**config.mk**
```make
export PLATFORM = sky130hd
export DESIGN_NAME = hcf_front
export DESIGN_NICKNAME = d
export VERILOG_FILES = /design/src/rtl/hcf_pkg.sv /design/src/rtl/hcf_front.sv
export SDC_FILE = /design/constraint.sdc
export NUM_CORES = 1
export LEC_CHECK = 0
export BUFFER_PORTS_ARGS = -buffer_cell sky130_fd_sc_hd__buf_2
export CAP_MARGIN = 20
export CORE_AREA = 2 2 145 147
export CTS_CLUSTER_DIAMETER = 80
export DETAILED_ROUTE_END_ITERATION = 10
export DIE_AREA = 0 0 147 149
export PLACE_DENSITY = 0.9
export SYNTH_ARGS = -nofsm -noshare
export SYNTH_HDL_FRONTEND = slang
export SYNTH_SLANG_ARGS = --single-unit
export TNS_END_PERCENT = 50
```
**constraint.sdc**
```tcl
create_clock -name clk -period 4.9 [get_ports clk]
set_input_delay 0.735 -clock clk [delete_from_list [all_inputs] [get_ports clk]]
set_output_delay 0.735 -clock clk [all_outputs]
set_load 0.005 [all_outputs]
```
**src/rtl/hcf_pkg.sv**
```systemverilog
// Package for the helix causal filter: payload words, tap settings and codes.
// Used by hcf_front, hcf_back and helix_causal_filter_unit; depends on nothing.
package hcf_pkg;

  localparam int NUM_TAPS   = 6;
  localparam int TAP_IDX_W  = 3;
  localparam int CFG_IDX_W  = 3;
  localparam int CFG_DATA_W = 40;
  localparam int ACC_W      = 34;
  localparam int PROD_W     = 50;

  // Configuration register indexes.
  localparam logic [CFG_IDX_W-1:0] REG_TAP_A    = 3'd0;
  localparam logic [CFG_IDX_W-1:0] REG_TAP_F    = 3'd5;
  localparam logic [CFG_IDX_W-1:0] REG_GAIN     = 3'd6;
  localparam logic [CFG_IDX_W-1:0] REG_ADD_MODE = 3'd7;

  localparam logic signed [15:0] GAIN_RESET = 16'sd256;

  // Input word.
  typedef struct packed {
    logic signed [15:0] model_sample;
    logic signed [23:0] prior_sample;
    logic               vector_end;
  } in_t;

  // Result word.
  typedef struct packed {
    logic signed [23:0] data_sample;
    logic               last_out;
  } out_t;

  // One tap register: coefficient in the upper bits, lag in the lower bits.
  typedef struct packed {
    logic signed [15:0] coef;
    logic [23:0]        lag;
  } tap_cfg_t;

  // Classified word handed from the front to the back.
  typedef struct packed {
    in_t                 item;
    logic [NUM_TAPS-1:0] tap_en;
    logic [NUM_TAPS-1:0] tap_zero;
  } task_t;

  typedef enum logic [2:0] {
    ST_IDLE,
    ST_READ,
    ST_MAC,
    ST_SCALE,
    ST_ROUND
  } back_state_t;

endpackage

```
**src/rtl/hcf_front.sv**
```systemverilog
// Front end of the helix causal filter: accepts input words, tracks the ring
// write pointer and vector position, and queues classified words. Uses hcf_pkg.
module hcf_front #(
  parameter int MAX_LAG   = 1024,
  parameter int TAP_COUNT = 6,
  parameter int AW        = 10
) (
  input  logic                                  clk,
  input  logic                                  rst,
  input  logic                                  push,
  output logic                                  full,
  input  hcf_pkg::in_t                          item,
  input  hcf_pkg::tap_cfg_t [hcf_pkg::NUM_TAPS-1:0] taps,
  output logic                                  task_valid,
  output hcf_pkg::task_t                        task_data,
  output logic [AW-1:0]                         task_wp,
  input  logic                                  task_pop
);

  logic [AW-1:0]         wp;
  logic [23:0]           seen;
  hcf_pkg::task_t        q_data [2];
  logic [AW-1:0]         q_wp   [2];
  logic                  wr_ptr;
  logic                  rd_ptr;
  logic [1:0]            count;
  logic                  accept;
  hcf_pkg::task_t        new_task;

  assign accept = push && !full;
  assign full   = (count == 2'd2);

  // Decide per tap whether it contributes, and whether it uses the current word.
  always_comb begin
    new_task.item = item;
    for (int t = 0; t < hcf_pkg::NUM_TAPS; t++) begin
      new_task.tap_en[t] = (t < TAP_COUNT) && (taps[t].coef != 16'sd0) &&
                           ({1'b0, taps[t].lag} <= 25'(MAX_LAG)) &&
                           (taps[t].lag <= seen);
      new_task.tap_zero[t] = (taps[t].lag == 24'd0);
    end
  end

  // Ring pointer and position within the vector.
  always_ff @(posedge clk) begin
    if (rst) begin
      wp   <= '0;
      seen <= '0;
    end else if (accept) begin
      wp <= (wp == AW'(MAX_LAG - 1)) ? '0 : wp + 1'b1;
      if (item.vector_end) begin
        seen <= '0;
      end else if (seen != 24'hFFFFFF) begin
        seen <= seen + 24'd1;
      end
    end
  end

  // Two-entry queue towards the back end.
  always_ff @(posedge clk) begin
    if (accept) begin
      q_data[wr_ptr] <= new_task;
      q_wp[wr_ptr]   <= wp;
    end
  end

  always_ff @(posedge clk) begin
    if (rst) begin
      wr_ptr <= 1'b0;
      rd_ptr <= 1'b0;
      count  <= 2'd0;
    end else begin
      if (accept) begin
        wr_ptr <= ~wr_ptr;
      end
      if (task_pop) begin
        rd_ptr <= ~rd_ptr;
      end
      case ({accept, task_pop})
        2'b10:   count <= count + 2'd1;
        2'b01:   count <= count - 2'd1;
        default: count <= count;
      endcase
    end
  end

  assign task_valid = (count != 2'd0);
  assign task_data  = q_data[rd_ptr];
  assign task_wp    = q_wp[rd_ptr];

endmodule

```
# Yosys cells after proc, flatten, opt, wreduce, memory -nomap -nowiden
# Memory sizes are Yosys's and may differ from the RTL's. A register that Yosys moved wholly into a read port is not among the register bits.
# Cells that the tools add are included.
classes:
  bitwise: 2
  n_eq_ne: 5
  n_mul: 0
  div_mod_pow: 0
  n_mux: 10
  reduce_logical: 30
  n_addsub: 4
  shifts: 0
  magnitude_cmp: 12
op_table:
  columns: ["op", "count"]
  rows:
  - ["<= comparator 24 x 11 -> 1 bit (second input constant)", 6]
  - ["<= comparator 24 bit", 6]
  - ["logical NOT 24 bit", 6]
  - ["nonzero test 16 bit", 6]
  - ["2-to-1 mux 24 bit", 2]
  - ["adder 24 x 1 -> 24 bit (second input constant)", 1]
  - ["inequality test 24 bit (second input constant)", 1]
  - ["logical AND 1 bit", 13]
  - ["adder 10 x 1 -> 10 bit (second input constant)", 1]
  - ["equality test 10 bit (second input constant)", 1]
  - ["2-to-1 mux 10 bit", 1]
  - ["2-to-1 mux 1 bit", 6]
  - ["nonzero test 2 bit", 3]
  - ["equality test 2 bit (second input constant)", 2]
  - ["one-hot mux 2 bit (2 select lines)", 1]
  - ["adder 2 x 1 -> 2 bit (second input constant)", 1]
  - ["equality test 2 x 1 -> 1 bit (second input constant)", 1]
  - ["inverter 1 bit", 2]
  - ["AND reduction 2 bit", 1]
  - ["subtractor 2 x 1 -> 2 bit (second input constant)", 1]
  - ["logical NOT 1 bit", 1]
word_totals:
  inputBits: 285
  ramBits: 126
  mem_bits_ro: 0
  elab_cells: 70
  latchBits: 0
  regBits: 38
  output_inout_bits: 65
  n_memories: 2
mem_list:
  columns: ["memory", "depth", "width", "read_ports", "rd_clocked_by_memory_dff", "wr", "line_no", "source"]
  rows:
  - ["q_data", 2, 53, 1, 1, 1, "hcf_front.sv:22", "hcf_pkg::task_t q_data [2];"]
  - ["q_wp", 2, 10, 1, 1, 1, "hcf_front.sv:23", "logic [AW-1:0] q_wp [2];"]

# Longest topological paths before layout
# Gate-level depths: netlist of run 1.
depth:
  ltp_word: 5
  depth_mapped: 9
  mapped_depth_nobuf: 8

# Least setup slack after synthesis of run 1
# Ideal clock, no wire load.
synth_path:
  path_type: "in2reg"
  from: "input push"
  to: "memory q_data[0][0] (netlist name) (enable)"
  n_path_buf: 1
  setup_time_ns: 0.485
  t_required_ns: 4.415
  slack_ns: 0.728
  stages: 4
  arrival_time_ns: 3.686
  path_cell_list: "and2_1 -> buf_4 -> inv_4 -> nor2_1"
synth_via:
  elab_chain_cells: 3
synth_lines:
  columns: ["element", "line_no", "source"]
  rows:
  - ["from (decl)", "hcf_front.sv:10", "input logic push,"]
  - ["logical AND 1 bit", "hcf_front.sv:30", "assign accept = push && !full;"]
  - ["2-to-1 mux 1 bit", "hcf_front.sv:61", "if (accept) begin"]
  - ["2-to-1 mux 1 bit (not written as such)", "hcf_front.sv:62", "q_data[wr_ptr] <= new_task;"]
  - ["to (decl)", "hcf_front.sv:22", null]
# No other way between the ends.

==> results.sh, run 1 <==
export IMPL_status="finished, final reports clean"
export IMPL_gp_congestion=0.919
export IMPL_fin_util=0.629
export IMPL_grt_pass1_wl_um=49700
export IMPL_clock_latency_ns=0.43
export IMPL_synthCells=931
export IMPL_ir_drop_uv=220
export IMPL_start_util=0.497
export IMPL_p_leak_nw=5.21
export IMPL_syn_area_per_cell_um2=11.0
export IMPL_timing_fmax_mhz=336
export IMPL_finalSetupTns_ns=0
export IMPL_met1_usage=0.376
export IMPL_stdcell_count=1575
export IMPL_fin_skew_ns=0.0134
export IMPL_dp_hpwl_um=25600
export IMPL_vias=9426
export IMPL_dieArea_um2=21900
export IMPL_die_w_um=147
export IMPL_synth_edf_count=126
export IMPL_min_path_type="flop to flop"
export IMPL_areaGrowthSynthToFinish_pct=26.6
export IMPL_fin_crit_ns=2.97
export IMPL_hold_buffers=0
export IMPL_port_buffers=349
export IMPL_synthTopCellsByArea="edfxtp_1, ha_1, dfxtp_1"
export IMPL_syn_area_um2=10200
export IMPL_rows=53
export IMPL_drive_above_1_share=0.359
export IMPL_cts_buffers=17
export IMPL_p_total_mw=3.72
export IMPL_crit_arrival_ns=2.24
export IMPL_slowest_delay_ns=0.89
export IMPL_first_global_vias=9299
export IMPL_grt_start_max_net_pins=43
export IMPL_holdWs_ns=0.455
export IMPL_busiest_layer="met2"
export IMPL_drt_iter0_markers=868
export IMPL_cts_buffer_depth=2
export IMPL_power_density_nw_per_um2=288
export IMPL_drcViolationCount=0
export IMPL_cts_resized=0
export IMPL_synth_flop_cell="edfxtp_1"
export IMPL_antenna_found_initial=4
export IMPL_ys_warn_count=0
export IMPL_synth_largest_area_cell="edfxtp_1"
export IMPL_rsz0062_at_grt="no"
export IMPL_report_final_hold_viol_count=0
export IMPL_async_flop_share=0
export IMPL_drv_slew=0
export IMPL_period_share=0.607
export IMPL_maxCapViolCount=0
export IMPL_core_area_um2=20600
export IMPL_layout_nets=1718
export IMPL_ys_ff_latch=165
export IMPL_worstMarginPinSlew_ns=1.05
export IMPL_grt_ovfl_total=0
export IMPL_avgViaCountPerCell=5.98
export IMPL_path_max_fanout=33
export IMPL_die_h_um=149
export IMPL_met3_usage=0.0654
export IMPL_io_pins=350
export IMPL_required_ns=4.16
export IMPL_critPathSlowestCell="dfxtp_2"
export IMPL_slew_headroom=0.297
export IMPL_worst_setup_path_start_kind="flop"
export IMPL_synth_top_area_share=0.370
export IMPL_antenna_left=0
export IMPL_wire_per_inst_um=20.6
export IMPL_h_tree_depth=4
export IMPL_dp_cells=1541
export IMPL_setup_violations=0
export IMPL_clkSinkCount=165
export IMPL_yosysSeqAreaShare=0.447
export IMPL_crit_chain="buf_4 -> mux2_2 -> buf_2"
export IMPL_wirelength_um=32500
export IMPL_dr_pass1_iters=6
export IMPL_track_usage=0.294
export IMPL_end_kind="primary output"
export IMPL_cts_setup_buffers=0
export IMPL_critical_path_class="flop to primary output"
export IMPL_synth_distinct_cells=54
export IMPL_cts_root_buffer="clkbuf_16"
export IMPL_clk_pin_slew_ns=0.07
export IMPL_synth_fp_nets=1363
export IMPL_tritoncts="built"
export IMPL_grtUsageMet2=0.489
## critical path: cells and delay by family (launching register included)
kind,cells,cell delay (ns)
buf+inv,2,0.53
mux,1,0.38
flops,1,0.89
## per-layer routing
metal	up-vias	routed length [um]
met1	4431	13500
li1	4397	-
met3	97	2630
met4	4	1130
met5	-	27
met2	497	15200
## where the power goes
part	total, mW	switching (mW)	leakage (nW)	internal (mW)
Clock	1.35	0.650	0.296	0.700
Combinational	0.683	0.358	3.40	0.325
Sequential	1.69	0.0485	1.51	1.64
## sequential cells by signal, indices dropped and copies added, names as in the netlist, named ones only
name and count:
q_wp 20, q_data 106, rd_ptr 1, wp 10, wr_ptr 1, count 2
seen 24
## final cells by class
cell class,count,area [um2]
fillers,1606,7630
multi-input cells,712,5450
repair buffers,355,1810
inverters,35,134
flip-flops and latches,165,4570
clock buffers,17,425
diodes,1,2.50
well taps,275,344
clock inverters,15,193
## cells in the final DEF (no fill, tap or decap), types with 8 or more instances in the layout
master,instances
nor3_1,24
mux2_2,63
inv_1,34
ha_1,147
dfxtp_1,38
o21ai_0,32
nor4_1,55
a21oi_1,85
buf_2,349
nor2_1,47
or3_1,11
nand3_1,37
nand4_1,45
clkbuf_16,17
xnor2_1,8
edfxtp_1,126
nand2_1,52
a21o_1,10
o211ai_1,8
## path summary, 6_finish.rpt
path	start	to	slack, ns	cells past startpoint
worst max register to register	seen[21]$_SDFFE_PP0P_	q_data[0][8]$_DFFE_PP_	1.94	7
worst max-delay path	flop	task_data[35]	1.93	3
worst min register to register	seen[23]$_SDFFE_PP0P_	seen[23]$_SDFFE_PP0P_	0.45	2
worst min-delay path	seen[23]$_SDFFE_PP0P_	seen[23]$_SDFFE_PP0P_	0.45	2
## per-stage QoR
| step | area, um2 | worst slack, ns |
|---|---|---|
| after global routing | 12900 | 1.79 |
| final | 12900 | 1.93 |
| after CTS | 12900 | 1.87 |
| after floorplan | 10200 | 0.728 |
| after detailed placement | 12300 | 1.86 |
| after global placement | 12300 | 1.95 |
## cell families after synthesis
| kind of cell | after synthesis | share of synthesized area |
|---|---|---|
| xor gates and xnor gates | 12 | 0.0103 |
| and+or+nand+nor | 318 | 0.172 |
| adders and majority gates | 147 | 0.180 |
| AOI/OAI and AO/OA | 172 | 0.101 |
| buffers and inverters | 54 | 0.0206 |
| DFF | 165 | 0.447 |
| muxes | 63 | 0.0695 |
## synthesized netlist by cell type (3+ instances only)
library cell,instances
a211oi_1,7
nand2b_1,3
nor2_1,48
dfxtp_1,39
edfxtp_1,126
and4_1,5
nand2_1,52
or4_1,4
nor3_1,24
a21oi_1,85
or3_1,11
a221o_1,5
xnor2_1,8
or2_2,3
buf_1,7
nor2b_1,6
ha_1,147
o21ai_0,32
mux2_2,63
and2_0,4
o211ai_1,8
xor2_1,4
and3_1,6
nand4_1,45
clkbuf_1,10
inv_1,34
nor4_1,55
a21o_1,10
a211o_1,3
a31oi_1,4
nand3_1,37
a221oi_1,6
No activity file was read; power rests on OpenSTA's default activity.
==> run 2: changes to the inputs <==
- ABC_AREA: unset -> 1
- CORE_AREA: 2 2 145 147 -> 2 2 149 151
- DIE_AREA: 0 0 147 149 -> 0 0 151 153
- PLACE_DENSITY: 0.9 -> 0.91
- clock period: 4.9 -> 2.8 ns (I/O delays scaled with it)
==> run 2 against run 1 <==
Compared with the run above:
- cell area up 6.8%
- first-iteration DRC count down 4.7%
- area after synthesis up 8.4%
- critical endpoint is now seen[1]$_SDFFE_PP0P_
- combinational power up 100%
==> results.sh, run 2 <==
export IMPL_status="finished, final reports clean"
export IMPL_synth_top_area_share=0.342
export IMPL_clk_pin_slew_ns=0.08
export IMPL_power_density_nw_per_um2=478
export IMPL_areaGrowthSynthToFinish_pct=24.8
export IMPL_drv_slew=0
export IMPL_place_ws_ns=0.602
export IMPL_p_leak_nw=6.29
export IMPL_yosysSeqAreaShare=0.412
export IMPL_crit_chain="ha_1 -> nand2_2 -> nor2_4 -> nand2_2 -> nor2_2 -> nand3_2 -> nand2_2 -> inv_2 -> nand2_1 -> nand2_1 -> nor2_1"
export IMPL_path_depth=11
export IMPL_cts_buffers=17
export IMPL_grt_start_max_net_pins=63
export IMPL_first_global_vias=10200
export IMPL_drive_above_1_share=0.282
export IMPL_switching_power_mw=1.90
export IMPL_ys_ff_latch=165
export IMPL_fin_util=0.643
export IMPL_maxCapViolCount=0
export IMPL_synth_distinct_cells=33
export IMPL_synth_flop_cell="edfxtp_1"
export IMPL_vias=10600
export IMPL_fin_crit_ns=2.16
export IMPL_wire_per_inst_um=17.6
export IMPL_synth_largest_area_cell="edfxtp_1"
export IMPL_r2r_slack_ns=0.64
export IMPL_cts_resized=0
export IMPL_report_final_hold_viol_count=0
export IMPL_layout_common_cells="buf_2, nand2_1, nor2_1"
export IMPL_r2r_cells=11
export IMPL_pwr_share_clk=0.356
export IMPL_synth_fp_nets=1726
export IMPL_gp_congestion=1.01
export IMPL_start_util=0.515
export IMPL_crit_arrival_ns=2.52
export IMPL_antenna_found_initial=4
export IMPL_die_w_um=151
export IMPL_h_tree_depth=4
export IMPL_hold_buffers=0
export IMPL_hold_path_cell_count=1
export IMPL_fin_skew_ns=0.0105
export IMPL_stdcell_count=1949
export IMPL_crit_start="seen[1]$_SDFFE_PP0P_"
export IMPL_required_ns=3.16
export IMPL_io_pins=350
export IMPL_rsz0062_at_grt="no"
export IMPL_critical_path_class="flop to flop"
export IMPL_switching_share=0.287
export IMPL_top_regs="q_data (106), seen (24), q_wp (20)"
export IMPL_syn_area_um2=11100
export IMPL_worst_setup_path_start_kind="flop"
export IMPL_largest_reg_flops=106
export IMPL_slowest_delay_ns=0.38
export IMPL_wirelength_um=34200
export IMPL_worstMarginPinSlew_ns=0.800
export IMPL_dieArea_um2=23100
export IMPL_p_seq_frac=0.435
export IMPL_core_area_um2=21500
export IMPL_cts_root_buffer="clkbuf_16"
export IMPL_dp_hpwl_um=27400
export IMPL_finalWorstSetupSlack_ns=0.639
export IMPL_track_usage=0.291
export IMPL_min_from="item[14]"
export IMPL_min_path_type="input pin to flop"
export IMPL_syn_area_per_cell_um2=8.55
export IMPL_drt_iter0_markers=827
export IMPL_synth_edf_count=126
export IMPL_internal_power_mw=4.70
export IMPL_slew_headroom=0.462
export IMPL_drcViolationCount=0
export IMPL_dp_cells=1913
export IMPL_grt_pass1_wl_um=51500
export IMPL_tritoncts="built"
export IMPL_r2r_start="seen[1]$_SDFFE_PP0P_"
export IMPL_setup_violations=0
export IMPL_port_buffers=349
export IMPL_clock_latency_ns=0.42
export IMPL_die_h_um=153
export IMPL_synthTopCellsByArea="edfxtp_1, ha_1, nand2_1"
export IMPL_clkSinkCount=165
export IMPL_crit_path_frequent_cell="nand2_2"
export IMPL_ir_drop_uv=439
export IMPL_synth_most_common_cell="nand2_1"
export IMPL_cts_buffer_depth=2
export IMPL_layout_nets=2084
export IMPL_synthCells=1294
export IMPL_async_flop_share=0
export IMPL_path_max_fanout=18
export IMPL_crit_buf_inv=1
export IMPL_antenna_left=0
export IMPL_critPathSlowestCell="dfxtp_1"
export IMPL_dr_pass1_iters=5
export IMPL_timing_fmax_mhz=463
export IMPL_ys_warn_count=0
export IMPL_grt_ovfl_total=0
export IMPL_end_kind="flop"
export IMPL_layout_commonest_cell="buf_2"
export IMPL_largest_register="q_data"
export IMPL_critPathTopFamily="simple AND/OR/NAND/NOR gates"
export IMPL_synth_common_cells="nand2_1, nor2_1, ha_1"
export IMPL_p_comb_frac=0.209
export IMPL_avgViaCountPerCell=5.43
export IMPL_rows=54
export IMPL_cts_setup_buffers=0
export IMPL_period_share=0.772
[run 2: cell count changes after synthesis, sizes merged, moves of 8 or more]
cell    delta
a21oi     -10
inv       +84
nand2    +273
nand3b    +15
nand4     -22
nor2     +171
nor4      -46
o211ai     -8
or3       -12
[run 2: worst paths after layout]
kind / endpoint
worst max-delay path: seen[1]$_SDFFE_PP0P_
worst min-delay path: q_data[0][26]$_DFFE_PP_
worst max register to register: seen[1]$_SDFFE_PP0P_
worst min register to register: rd_ptr$_SDFFE_PP0P_
[run 2: cells by family after synthesis]
group / synth area share
muxes: 0.0641
adders and majority gates: 0.166
AOI/OAI and AO/OA: 0.0582
DFF: 0.412
buffers and inverters: 0.0481
and+or+nand+nor: 0.246
xor gates and xnor gates: 0.00475
[run 2: cell type report]
cell class              instances  area (um2)
well taps                     280         350
inverters                     120         450
diodes                          4        10.0
clock inverters                15         185
clock buffers                  17         425
multi-input cells             992        5980
fillers                      1776        7680
flip-flops and latches        165        4570
repair buffers                356        1840
[run 2: power by group through the flow]
stage	registers (mW)	clock network (mW)	logic [mW]
3_3_place_gp	2.91	0	1.30
2_1_floorplan	2.91	0	0.757
5_1_grt	2.88	2.47	1.55
4_1_cts	2.87	2.38	1.37
3_5_place_dp	2.92	0	1.36
6_report	2.87	2.35	1.38
[run 2: through the flow]
| stage | power (mW) | cell area, um2 | setup TNS [ns] | hold WS [ns] |
|---|---|---|---|---|
| final | 6.60 | 13800 | 0 | 0.181 |
| after global routing | 6.90 | 13800 | 0 | 0.163 |
| after global placement | 4.21 | 13200 | 0 | 0.471 |
| after detailed placement | 4.29 | 13200 | 0 | 0.479 |
| after CTS | 6.62 | 13800 | 0 | 0.163 |
| after floorplan | 3.67 | 11100 | -54.51 | 0.448 |
[run 2: layer usage]
| layer | GRT usage | vias up | part of all wire |
|---|---|---|---|
| met2 | 0.498 | 568 | 0.48 |
| li1 | - | 5113 | - |
| met5 | 0 | - | 0.00032 |
| met1 | 0.353 | 4797 | 0.39 |
| met4 | 0.107 | 2 | 0.032 |
| met3 | 0.0710 | 95 | 0.10 |
==> run 3: changes to the inputs <==
- ABC_AREA: 1 -> 0
- CORE_AREA: 2 2 149 151 -> 2 2 152 154
- DIE_AREA: 0 0 151 153 -> 0 0 154 156
- PLACE_DENSITY: 0.91 -> 0.87
- clock period: 2.8 -> 1.8 ns (I/O delays scaled with it)
==> run 3 against run 2 <==
Compared with the run above:
- worst hold slack got worse by 0.14 ns
- highest routed layer unchanged
- combinational power increased by 96%
- critical path type unchanged
- critical path depth decreased by 2
- critical endpoint is now q_data[1][6]$_DFFE_PP_
- non-clock buffer count increased by 186
- total power increased by 67%
- the flow now finishes with violations (negative setup slack)
- count of clock-buffer cells in the layout unchanged
==> results.sh, run 3 (synthesized netlist as in run 1, its figures left out) <==
export IMPL_status="complete, but fails checks"
export IMPL_violations="negative setup slack"
export IMPL_rsz0062_at_grt="yes"
export IMPL_ir_drop_uv=622
export IMPL_grt_ovfl_total=0
export IMPL_h_tree_depth=4
export IMPL_grt_pass1_wl_um=54400
export IMPL_critical_path_class="flop to flop"
export IMPL_timing_fmax_mhz=443
export IMPL_gp_congestion=0.979
export IMPL_cts_buffer_depth=2
export IMPL_tritoncts="built"
export IMPL_p_seq_frac=0.417
export IMPL_vias=10800
export IMPL_start_util=0.457
export IMPL_drive_above_1_share=0.530
export IMPL_slew_headroom=0.615
export IMPL_nFillCells=1474
export IMPL_dieArea_um2=24000
export IMPL_power_density_nw_per_um2=695
export IMPL_worstMarginPinSlew_ns=0.577
export IMPL_cts_root_buffer="clkbuf_16"
export IMPL_p_leak_nw=6.56
export IMPL_layout_nets=1905
export IMPL_maxCapViolCount=0
export IMPL_layout_common_cells="buf_2, buf_4, edfxtp_1"
export IMPL_end_kind="flop"
export IMPL_fin_skew_ns=0.0176
export IMPL_areaGrowthSynthToFinish_pct=55.1
export IMPL_grt_start_max_net_pins=49
export IMPL_p_comb_frac=0.246
export IMPL_switching_power_mw=3.14
export IMPL_die_h_um=156
export IMPL_port_buffers=349
export IMPL_setup_violations=84
export IMPL_antenna_left=0
export IMPL_cts_buffers=17
export IMPL_report_final_hold_viol_count=0
export IMPL_die_w_um=154
export IMPL_required_ns=2.07
export IMPL_path_max_fanout=5
export IMPL_io_pins=350
export IMPL_clock_latency_ns=0.42
export IMPL_finalWorstSetupSlack_ns=-0.455
export IMPL_fin_util=0.708
export IMPL_drcViolationCount=0
export IMPL_worst_setup_path_start_kind="flop"
export IMPL_pwr_share_clk=0.337
export IMPL_rows=55
export IMPL_drv_slew=0
export IMPL_largest_register="q_data"
export IMPL_fin_crit_ns=2.26
export IMPL_clk_pin_slew_ns=0.08
export IMPL_first_global_vias=10400
export IMPL_dp_hpwl_um=28200
export IMPL_dr_pass1_iters=8
export IMPL_clkSinkCount=165
export IMPL_wire_per_inst_um=22.7
export IMPL_antenna_found_initial=8
export IMPL_min_path_type="input pin to flop"
export IMPL_avgViaCountPerCell=6.07
export IMPL_layout_commonest_cell="buf_2"
export IMPL_largest_reg_flops=106
export IMPL_drt_iter0_markers=1034
export IMPL_core_area_um2=22400
export IMPL_switching_share=0.285
export IMPL_internal_power_mw=7.87
export IMPL_crit_arrival_ns=2.53
export IMPL_top_regs="q_data (106), seen (24), q_wp (20)"
export IMPL_p_total_mw=11.0
export IMPL_period_share=1.25
export IMPL_hold_buffers=0
export IMPL_r2r_slack_ns=-0.46
export IMPL_wirelength_um=40500
export IMPL_track_usage=0.294
## run 3: cell types whose count changed in the layout (fill, tap and decap cells not counted), sizes merged, moves of 15 or more
cell / change
nand2: -273
buf: +182
nor2: -171
inv: -82
nor4: +46
nand4: +22
nand3b: -15
## run 3: timing repair
item,4_1_cts,5_1_grt
cloned,0,7
endpoints found under the setup margin,88,90
gates resized for setup,103,194
setup buffers,14,26
pin swaps,44,49
## run 3: layout make-up
type                    count  area (um2)  area share
multi-input cells         712        6440       0.407
flip-flops and latches    165        4590       0.290
repair buffers            542        3680       0.232
clock buffers              17         425      0.0269
well taps                 285         357      0.0225
inverters                  35         161      0.0102
clock inverters            14         159      0.0100
diodes                      9        22.5     0.00142
## run 3: per-stage QoR
stage	hold WS (ns)	cells	cell area [um2]	setup slack, ns	TNS, ns
2_1_floorplan	0.369	931	10200	-0.417	-24.04
6_report	0.0366	1779	15800	-0.455	-11.23
3_5_place_dp	0.453	1698	13500	-0.658	-8.40
3_3_place_gp	0.439	1698	13500	-0.598	-6.94
4_1_cts	0.0195	1743	14600	-0.389	-5.85
5_1_grt	0.0157	1773	15800	-0.583	-15.86
## run 3: final timing paths
| kind | cells past startpoint | to | startpoint |
|---|---|---|---|
| max | 9 | q_data[1][6]$_DFFE_PP_ | seen[21]$_SDFFE_PP0P_ |
| min | 1 | q_data[0][41]$_DFFE_PP_ | item[29] |
| max reg2reg | 9 | q_data[1][6]$_DFFE_PP_ | seen[21]$_SDFFE_PP0P_ |
| min reg2reg | 0 | q_wp[1][1]$_DFFE_PP_ | wp[1]$_SDFFE_PP0P_ |
## run 3: routing by layer
layer	part of all wire	up-vias	GRT usage	wire [um]
met5	0.00059	-	0	24
met4	0.043	4	0.103	1720
met3	0.10	157	0.0764	4210
met2	0.48	743	0.515	19500
met1	0.37	5118	0.350	15000
li1	-	4779	-	-
## run 3: worst max-delay path: stages, from the launching register on
cell and delay [ns]:
dfxtp_2 0.37, inv_4 0.07, buf_6 0.13, ha_4 0.27
nand4_1 0.14, nor4_2 0.30, buf_4 0.15, nand4_1 0.11
or3_4 0.40, a21oi_4 0.16
## run 3: power groups by stage
stage	Clock (mW)	Combinational (mW)	Sequential (mW)
after detailed placement	0	2.08	4.65
after global routing	3.88	2.88	4.62
after floorplan	0	0.960	4.63
after CTS	3.71	2.16	4.57
final	3.71	2.71	4.59
after global placement	0	2.03	4.62
